**config.mk**
```make
export PLATFORM = sky130hd
export DESIGN_NAME = weighted_label_vote_core
export DESIGN_NICKNAME = d
export VERILOG_FILES = /design/src/rtl/wlv_pkg.sv /design/src/rtl/weighted_label_vote_core.sv
export SDC_FILE = /design/constraint.sdc
export NUM_CORES = 1
export LEC_CHECK = 0
export BUFFER_PORTS_ARGS = -buffer_cell sky130_fd_sc_hd__buf_2
export CORE_ASPECT_RATIO = 0.5
export CORE_UTILIZATION = 40
export DETAILED_ROUTE_END_ITERATION = 7
export PLACE_DENSITY = 0.53
export SYNTH_ARGS = -nofsm -noshare
export SYNTH_HDL_FRONTEND = slang
export SYNTH_SLANG_ARGS = --single-unit
```
**constraint.sdc**
```tcl
create_clock -name clk -period 9.5 [get_ports clk]
set_clock_uncertainty 0.05 [all_clocks]
set_input_delay 1.425 -clock clk [delete_from_list [all_inputs] [get_ports clk]]
set_output_delay 1.425 -clock clk [all_outputs]
set_load 0.02 [all_outputs]
```
**src/rtl/wlv_pkg.sv**
```systemverilog
package wlv_pkg;

	localparam int unsigned VID_W      = 20;
	localparam int unsigned LABEL_W    = 3;
	localparam int unsigned CNT_W      = 16;
	localparam int unsigned GAIN_W     = 16;
	localparam int unsigned PROD_W     = CNT_W + GAIN_W;
	localparam int unsigned CFG_IDX_W  = 4;

	localparam logic [GAIN_W-1:0] GAIN_RESET = 16'd16384;   // 1.0 in Q2.14
	localparam logic [CNT_W-1:0]  CNT_MAX    = '1;

	typedef enum logic [1:0] {
		ST_COLLECT,
		ST_SCAN,
		ST_DRAIN,
		ST_DONE
	} state_t;

endpackage

```
**src/rtl/weighted_label_vote_core.sv**
```systemverilog
// Weighted label vote: takes a vertex's neighbor labels one word at a time and
// counts them per partition (saturating at 65535). A word with last_neighbor
// set closes the vertex: a single shared 16x16 multiplier then walks the
// partitions one per cycle, forming count * gain (Q2.14), and a registered
// compare keeps the highest nonzero-count score, ties going to the lower label.
// If no neighbor was counted the old label is kept. A word without
// last_neighbor is taken with no stall; a last word holds item_stall high
// through the multiply slots (one per partition), the drain of the compare
// stage and the handoff to the result register, and for as long as the result
// register stays stalled. The result register sits between the vote logic and
// the result channel, so the next vertex may start while a result waits.
// Gains are written through cfg_* (index 0..7), which is always ready; indexes
// at or above NUM_PARTS are ignored.
module weighted_label_vote_core #(
	parameter int unsigned NUM_PARTS = 8   // 2..8
) (
	input  logic                           clk,
	input  logic                           arst_n,

	// neighbor word channel
	input  logic                           item_valid,
	output logic                           item_stall,
	input  logic [wlv_pkg::VID_W-1:0]      vertex_id,
	input  logic [wlv_pkg::LABEL_W-1:0]    prev_label,
	input  logic [wlv_pkg::LABEL_W-1:0]    neighbor_label,
	input  logic                           neighbor_valid,
	input  logic                           last_neighbor,

	// result channel
	output logic                           res_valid,
	input  logic                           res_stall,
	output logic [wlv_pkg::VID_W-1:0]      out_vertex_id,
	output logic [wlv_pkg::LABEL_W-1:0]    new_label,
	output logic                           label_changed,

	// gain register writes
	input  logic                           cfg_valid,
	output logic                           cfg_ready,
	input  logic [wlv_pkg::CFG_IDX_W-1:0]  cfg_index,
	input  logic [wlv_pkg::GAIN_W-1:0]     cfg_data
);

	localparam int unsigned IDX_W = $clog2(NUM_PARTS);
	localparam logic [IDX_W-1:0] IDX_LAST = IDX_W'(NUM_PARTS - 1);

	wlv_pkg::state_t state_q, state_nxt;

	logic [wlv_pkg::CNT_W-1:0]   cnt_q  [NUM_PARTS];
	logic [wlv_pkg::GAIN_W-1:0]  gain_q [NUM_PARTS];

	logic [IDX_W-1:0]            scan_idx_q;
	logic [wlv_pkg::PROD_W-1:0]  prod_s1;
	logic [wlv_pkg::LABEL_W-1:0] prod_lbl_s1;
	logic                        prod_nz_s1;
	logic                        prod_vld_s1;

	logic [wlv_pkg::PROD_W-1:0]  top_score_q;
	logic [wlv_pkg::LABEL_W-1:0] best_lbl_q;
	logic                        found_q;
	logic [wlv_pkg::VID_W-1:0]   vid_q;
	logic [wlv_pkg::LABEL_W-1:0] old_q;

	logic                        res_valid_q;
	logic [wlv_pkg::VID_W-1:0]   res_vid_q;
	logic [wlv_pkg::LABEL_W-1:0] res_lbl_q;
	logic                        res_chg_q;

	logic item_acc;
	logic close_vtx;     // last word accepted this cycle
	logic scan_issue;    // multiplier slot active
	logic out_free;      // result register can take a new word
	logic handoff;       // vote done and result register loaded
	logic better;

	assign item_acc  = item_valid && !item_stall;
	assign close_vtx = item_acc && last_neighbor;
	assign out_free  = !res_valid_q || !res_stall;
	assign cfg_ready = 1'b1;

	// ---------------------------------------------------------------- sequencer
	always_comb begin
		state_nxt = state_q;
		unique case (state_q)
			wlv_pkg::ST_COLLECT: begin
				if (close_vtx) state_nxt = wlv_pkg::ST_SCAN;
			end
			wlv_pkg::ST_SCAN: begin
				if (scan_idx_q == IDX_LAST) state_nxt = wlv_pkg::ST_DRAIN;
			end
			wlv_pkg::ST_DRAIN: begin
				state_nxt = wlv_pkg::ST_DONE;
			end
			wlv_pkg::ST_DONE: begin
				if (out_free) state_nxt = wlv_pkg::ST_COLLECT;
			end
			default: state_nxt = wlv_pkg::ST_COLLECT;
		endcase
	end

	always_comb begin
		item_stall = 1'b1;
		scan_issue = 1'b0;
		handoff    = 1'b0;
		unique case (state_q)
			wlv_pkg::ST_COLLECT: item_stall = 1'b0;
			wlv_pkg::ST_SCAN:    scan_issue = 1'b1;
			wlv_pkg::ST_DRAIN:   ;
			wlv_pkg::ST_DONE:    handoff = out_free;
			default:             ;
		endcase
	end

	always_ff @(posedge clk or negedge arst_n) begin
		if (!arst_n) begin
			state_q <= wlv_pkg::ST_COLLECT;
		end else begin
			state_q <= state_nxt;
		end
	end

	// scan pointer: restarts at partition 0 for every vertex
	always_ff @(posedge clk or negedge arst_n) begin
		if (!arst_n) begin
			scan_idx_q <= '0;
		end else if (close_vtx) begin
			scan_idx_q <= '0;
		end else if (scan_issue && scan_idx_q != IDX_LAST) begin
			scan_idx_q <= scan_idx_q + 1'b1;
		end
	end

	// ---------------------------------------------------------------- histogram
	// each bin watches the word itself; cleared when the result is handed off
	always_ff @(posedge clk or negedge arst_n) begin
		if (!arst_n) begin
			for (int i = 0; i < NUM_PARTS; i++) cnt_q[i] <= '0;
		end else begin
			for (int i = 0; i < NUM_PARTS; i++) begin
				if (handoff) begin
					cnt_q[i] <= '0;
				end else if (item_acc && neighbor_valid &&
				             neighbor_label == wlv_pkg::LABEL_W'(i) &&
				             cnt_q[i] != wlv_pkg::CNT_MAX) begin
					cnt_q[i] <= cnt_q[i] + 1'b1;
				end
			end
		end
	end

	// ---------------------------------------------------------------- gains
	always_ff @(posedge clk or negedge arst_n) begin
		if (!arst_n) begin
			for (int i = 0; i < NUM_PARTS; i++) gain_q[i] <= wlv_pkg::GAIN_RESET;
		end else if (cfg_valid && cfg_ready) begin
			for (int i = 0; i < NUM_PARTS; i++) begin
				if (cfg_index == wlv_pkg::CFG_IDX_W'(i)) gain_q[i] <= cfg_data;
			end
		end
	end

	// ---------------------------------------------------------------- multiply
	// shared multiplier, one partition per cycle
	always_ff @(posedge clk or negedge arst_n) begin
		if (!arst_n) begin
			prod_vld_s1 <= 1'b0;
		end else begin
			prod_vld_s1 <= scan_issue;
		end
	end

	always_ff @(posedge clk) begin
		if (scan_issue) begin
			prod_s1     <= wlv_pkg::PROD_W'(cnt_q[scan_idx_q]) *
			               wlv_pkg::PROD_W'(gain_q[scan_idx_q]);
			prod_nz_s1  <= cnt_q[scan_idx_q] != '0;
			prod_lbl_s1 <= wlv_pkg::LABEL_W'(scan_idx_q);
		end
	end

	// ---------------------------------------------------------------- compare
	// strict greater-than with ascending scan keeps the lowest label on ties
	assign better = prod_vld_s1 && prod_nz_s1 && (!found_q || prod_s1 > top_score_q);

	always_ff @(posedge clk or negedge arst_n) begin
		if (!arst_n) begin
			found_q <= 1'b0;
		end else if (close_vtx) begin
			found_q <= 1'b0;
		end else if (better) begin
			found_q <= 1'b1;
		end
	end

	always_ff @(posedge clk) begin
		if (close_vtx) begin
			vid_q      <= vertex_id;
			old_q      <= prev_label;
			best_lbl_q <= prev_label;
		end else if (better) begin
			best_lbl_q  <= prod_lbl_s1;
			top_score_q <= prod_s1;
		end
	end

	// ---------------------------------------------------------------- result
	always_ff @(posedge clk or negedge arst_n) begin
		if (!arst_n) begin
			res_valid_q <= 1'b0;
		end else if (handoff) begin
			res_valid_q <= 1'b1;
		end else if (!res_stall) begin
			res_valid_q <= 1'b0;
		end
	end

	always_ff @(posedge clk) begin
		if (handoff) begin
			res_vid_q <= vid_q;
			res_lbl_q <= best_lbl_q;
			res_chg_q <= best_lbl_q != old_q;
		end
	end

	assign res_valid     = res_valid_q;
	assign out_vertex_id = res_vid_q;
	assign new_label     = res_lbl_q;
	assign label_changed = res_chg_q;

endmodule

```
Word-level counts from Yosys, hierarchy flattened
Index checks and enable logic that the tools add are counted.
{ "totals": {"elab_cells": 165, "romBits": 0, "ram_bits": 0, "latchBits": 0, "ff_bits": 382, "output_inout_bits": 27, "memories": 0} }
{ "op_classes": {"bitwise_logic": 2, "mul": 1, "order_cmp": 2, "addsub": 9, "div_mod_pow": 0, "muxes": 37, "n_reduce_logical": 51, "shift": 0, "n_eq_ne": 32} }
{ "op_table": {"columns": ["op", "n"], "rows": [
  ["$mux 16", 20],
  ["$add 16x1->16 const B", 8],
  ["$ne 16x16->1 const B", 8],
  ["$bmux 16 s3", 2],
  ["$gt 32x32->1", 1],
  ["$mul 16x16->32", 1],
  ["$logic_and 1x1->1", 22],
  ["$reduce_bool 2->1", 10],
  ["$reduce_and 2->1", 9],
  ["$eq 4x3->1 const B", 4],
  ["$reduce_bool 16->1", 1],
  ["$eq 3x3->1 const B", 5],
  ["$mux 3", 4],
  ["$eq 4x2->1 const B", 2],
  ["$pmux 2 s4", 1],
  ["$mux 1", 7],
  ["$eq 3x2->1 const B", 2],
  ["$mux 2", 3],
  ["$ne 2x2->1 const B", 3],
  ["$eq 2x2->1 const B", 2],
  ["$eq 4x1->1 const B", 1],
  ["$ge 4x4->1 const B", 1],
  ["$logic_not 4->1", 1],
  ["$not 3->4", 1],
  ["12 further kinds", 15]
]} }

Logic depth before layout (Yosys ltp)
{ "depth": {"word_depth": 7, "depth_mapped": 28} }

Worst setup path before layout
No wires, ideal clock.
{ "synth_path": {"path_kind": "register to register", "from": "register scan_idx_q[0]", "to": "register prod_s1[31] (netlist bit) (data pin)", "slack_ps": 1877, "arrival_time_ps": 7313, "synth_period_minus_slack_ps": 7623, "stages_incl_launch_ff": 27, "path_cell_list": "dfrtp_1 buf_6 buf_6 buf_2 mux4_2 mux2i_1 buf_2 nor2_1 fa_1 inv_1 fa_1 fa_1 inv_1 fa_1 fa_1 inv_1 fa_1 inv_1 ha_1 and2_4 a32oi_1 o21ai_1 a41o_1 a41o_1 o41ai_4 o211ai_2 xnor2_1"} }
{ "synth_between": {"elab_chain_cells": 5, "word_cells_on_any_way": 8} }
{ "synth_lines": {"columns": ["item", "line", "source"], "rows": [
  ["start: declaration", "weighted_label_vote_core.sv:51", "logic [IDX_W-1:0] scan_idx_q;"],
  ["start signal: assignment", "weighted_label_vote_core.sv:128", "scan_idx_q <= scan_idx_q + 1'b1;"],
  ["$not 3->4 (not written as such) (*)", "weighted_label_vote_core.sv:173, weighted_label_vote_core.sv:174", null],
  ["$bmux 16 s3, on equally long branches", "weighted_label_vote_core.sv:173, weighted_label_vote_core.sv:174", null],
  ["$mux 16, on equally long branches (2 in a row)", "weighted_label_vote_core.sv:173, weighted_label_vote_core.sv:174", null],
  ["$mul 16x16->32 (*)", "weighted_label_vote_core.sv:173", "prod_s1 <= wlv_pkg::PROD_W'(cnt_q[scan_idx_q]) *"],
  ["end signal: assignment", "weighted_label_vote_core.sv:173", null],
  ["end: declaration", "weighted_label_vote_core.sv:52", "logic [wlv_pkg::PROD_W-1:0] prod_s1;"]
]} }
Every way passes the cells marked *; elsewhere a longest branch is shown, timed or not. The select of a mux whose other input is x is not followed.
A chain may end at the register's enable or synchronous reset.

Worst setup path after layout
Same ends and word-level chain as after synthesis.

==> results.md <==
- Setup repair after global routing left no endpoint under its margin.
- In the global route stage, met1 resource usage came out at 0.295.
- The number of global-route vias before repair is 17.1k.
- The mapped netlist covers 26200 um2.
- The detail-routed via count per cell is 5.13.
- Dividing the final minimum period by the clock period gives 0.850.
- The kind of end point of the critical path is a register.
- Measured along the y axis, the die boundary spans 183 um.
- The final core area utilization is 0.452.
- The number of buffers on the longest clock path is 3.
- Data arrives at the worst endpoint at 8.31 ns.
- Together, buffers and inverters on the worst path number 5.
- Setup violations remaining at the end of the flow were counted as 0.
- The top cell type by total area after synthesis is sky130_fd_sc_hd__dfrtp_1.
- The path class of the tightest hold or removal check is register to register.
- The startpoint type of the worst setup path is a register.
- In this run, the number of DRC markers left after iteration 0 of detailed routing was 1070.
- The max-capacitance violation count is 0.
- The number of optimization iterations in the first detailed-route pass is 5.
- The proportion of netlist area held by the largest area contributor is 0.244.
- In this run, post-CTS repair resized a total of 0 instances.
- The average footprint of a synthesized cell is 11.3 um2.
- The total count of hold-check failures in the final report came to 0.
- After detailed routing, the total wire length is 63100 um.
- The count of buffers inserted at the top-level ports is 78.
- The TritonCTS buffer count is 38.
- On the final layout, the worst hold slack is 0.368 ns.
- TritonCTS built the clock tree.
- In this run the core area contains 65 standard-cell rows.
- The worst setup path category is register to register.
- The relative slew slack is 0.187.
- The critical path required time is 9.74 ns.
- The cell seen most often among critical-path stages is sky130_fd_sc_hd__fa_1.
- The layout cell share with drive strength beyond 1 is 0.169.
- The remaining routing DRC violations is 0.
- For this run the aggregate overflow at the end of global routing stands at 0.
- OpenSTA, run right after detailed placement, puts the worst setup slack at 1.39 ns.
- Entering global routing, the biggest net connects 158 pins.
- The H-tree was split into 2 levels.
- After synthesis, the cell types taking the most area are sky130_fd_sc_hd__dfrtp_1, sky130_fd_sc_hd__fa_1, sky130_fd_sc_hd__edfxtp_1.
- The placer's final routability congestion estimate is 0.872.
- The power per cell area is 189 nW/um2.
- Timing would allow up to 124 MHz.
- During I/O placement, the number of pins put on the boundary was 80.
- The cell type group with the largest total delay on the critical path is adder cells.
- The routed layout has 16.9k vias.
- The slowest stage of the critical path is the sky130_fd_sc_hd__dfrtp_4 cell.
- For met2 alone, demand over resource in global routing was 0.282.
- Counting every net in the synthesized netlist gives 2725.
- On the worst path, the slowest cell contributes a delay of 0.84 ns.
- The width of the chip is 364 um.
- The largest voltage drop on the vdd net is 0.128 mV.
- The effective utilization at floorplan is 0.410.
- The first global-routing pass estimated 99900 um of wire.
- Compared with the post-synthesis result, the final layout area differs by 10.3%.
- The average detailed-routed wire length per instance is 19.1 um.
- In this run, distinct cell masters in the synthesized netlist total 70.
- After floorplanning, the core was sized to cover 63900 um2.
- The clock drives 382 sinks.
- The most frequent standard cell in the layout excluding fill and tap cells is sky130_fd_sc_hd__inv_1.
- The antenna diode instance count is 0.
- The root buffer cell chosen for the clock tree is sky130_fd_sc_hd__clkbuf_16.
- In the synthesized netlist the async set-or-reset flop fraction comes to 0.691.
- For this run, the total global-route usage over all layers was measured as 0.195.
- After the last flow step, the layout net total stands at 2802.
- The most instantiated flip-flop cell in the synthesis netlist is sky130_fd_sc_hd__dfrtp_1.
- The placed wire-length estimate after detailed placement is 46400 um.
- In this run the remaining antenna-violating nets after routing total 0.
- The Yosys warning count is 0.
- For this run, the register share of the synthesized area comes to 0.388.
- After clock tree synthesis, the clock-pin slew on the worst setup and hold paths is 0.06 ns.
- In this run, synthesis inferred 118 flip-flops with an integrated enable.
- The die covers 66600 um2.
- The final critical path time including I/O delays and setup is 8.07 ns.
- The setup fix buffers added after clock tree synthesis is 0.
- In this run the worst path has a maximum fanout of 31.
- The synthesized design contains 382 register bits.
- The post-synthesis instance total is 2328.
- Hold repair after CTS inserted 0 buffers.
- The actual slew at the worst max-slew pin is 1.21 ns.
- The run finished with clean final reports.
- The analysis attributes to cell leakage a power of 0.0131 uW.
- The final count of pins violating max slew is 0.
- For the worst-skew pair, the clock arrives at the later sink with an insertion delay of 0.56 ns.
- The critical path goes through buf_12 > mux4_2 > mux2i_1 > nor2_1 > fa_1 > inv_1 > fa_1 > fa_1 > inv_1 > fa_1 > fa_1 > inv_1 > fa_1 > inv_1 > ha_1 > and2_4 > a32oi_1 > o21ai_1 > a41o_1 > a41o_1 > o41ai_4 > o211ai_2 > xnor2_1.
- The layer flagged by global routing as most heavily used is met1.
- In the layout the commonest cells are sky130_fd_sc_hd__inv_1, sky130_fd_sc_hd__nor2_1, sky130_fd_sc_hd__dfrtp_1, sky130_fd_sc_hd__nand2_1, sky130_fd_sc_hd__fa_1.
- The met3 layer usage reported by global route is 0.0455.
- The number of antenna violations at the first check in global routing is 0.
- The final setup slack of the worst path is 1.43 ns.
- The setup TNS after final layout is 0 ns.
[sequential cells by signal, indices dropped and copies added, names as in the netlist, 2 cells and up]
register       count
scan_idx_q         3
vid_q             20
new_label          3
top_score_q       32
out_vertex_id     20
prod_s1           32
old_q              3
prod_lbl_s1        3
cnt_q            128
gain_q           128
state_q            2
best_lbl_q         3
[final cells by class]
class | instances | area (um2)
fill | 5999 | 35000
multi-input combinational | 1594 | 14700
sequential | 382 | 10200
tap | 871 | 1090
clock buffer | 50 | 1060
inverter | 279 | 1050
timing repair buffer | 110 | 678
clock inverter | 13 | 171
[power by group]
| group | internal (uW) | switching [uW] |
|---|---|---|
| logic | 648 | 1030 |
| registers | 2040 | 223 |
| clock network | 868 | 662 |
[worst reg2reg max path, stage by stage (launching register included)]
cell                       delay, ns
sky130_fd_sc_hd__dfrtp_4        0.84
sky130_fd_sc_hd__buf_12         0.36
sky130_fd_sc_hd__mux4_2         0.55
sky130_fd_sc_hd__mux2i_1        0.45
sky130_fd_sc_hd__nor2_1         0.13
sky130_fd_sc_hd__fa_1           0.50
sky130_fd_sc_hd__inv_1          0.06
sky130_fd_sc_hd__fa_1           0.52
sky130_fd_sc_hd__fa_1           0.53
sky130_fd_sc_hd__inv_1          0.05
sky130_fd_sc_hd__fa_1           0.48
sky130_fd_sc_hd__fa_1           0.55
sky130_fd_sc_hd__inv_1          0.06
sky130_fd_sc_hd__fa_1           0.53
sky130_fd_sc_hd__inv_1          0.04
sky130_fd_sc_hd__ha_1           0.38
sky130_fd_sc_hd__and2_4         0.20
sky130_fd_sc_hd__a32oi_1        0.18
sky130_fd_sc_hd__o21ai_1        0.09
sky130_fd_sc_hd__a41o_1         0.27
sky130_fd_sc_hd__a41o_1         0.29
sky130_fd_sc_hd__o41ai_4        0.41
sky130_fd_sc_hd__o211ai_2       0.15
sky130_fd_sc_hd__xnor2_1        0.15
[per-stage QoR]
stage	cell area (um2)	power (uW)	instances
after floorplan	26200	3380	2328
after global placement	27700	3960	3236
after detailed placement	27700	3980	3236
after CTS	28900	5540	3299
after global routing	28900	5790	3299
final	28900	5470	3299
[layer usage]
metal,part of all wire,vias up
met5,0,-
met4,0.018,0
met3,0.062,77
met2,0.42,378
met1,0.50,8481
li1,-,7986
[path summary, 6_finish.rpt]
kind,from,end,cells past startpoint,slack (ns)
worst max-delay path,scan_idx_q[0],prod_s1[31],23,1.43
worst min-delay path,vid_q[1],out_vertex_id[1],0,0.37
worst max register to register,scan_idx_q[0],prod_s1[31],23,1.43
worst min register to register,vid_q[1],out_vertex_id[1],0,0.37
max in group asynchronous,arst_n,gain_q[0],2,7.15
min in group asynchronous,arst_n,cnt_q[3],1,0.85
[Yosys cell counts (all sizes together), types with 3 or more instances]
cell	number
a31oi	5
mux2i	36
edfxtp	118
o211ai	3
dfrtp	256
clkbuf	38
buf	35
nand3b	5
and2	16
nand3	47
ha	150
nor3b	3
nand4	48
nor4	9
mux2	154
nor2b	18
mux4	64
and4	14
o21a	6
nand2b	13
xnor2	51
and3	18
xor2	81
nor3	17
dfstp	8
nor2	264
a41oi	5
fa	194
a211oi	4
a21o	21
o21ai	39
inv	278
or3	10
a21oi	51
nand2	221
[kinds of logic after synthesis]
kind of cell,count (synthesis),synth area share
adders and majority gates,344,0.220
other,1,0.000143
xor gates and xnor gates,132,0.0441
AOI/OAI and AO/OA,153,0.0376
DFF,382,0.388
and+or+nand+nor,710,0.123
muxes,254,0.135
buffers and inverters,352,0.0529
Note: power is estimated with default switching activity, not from simulation.
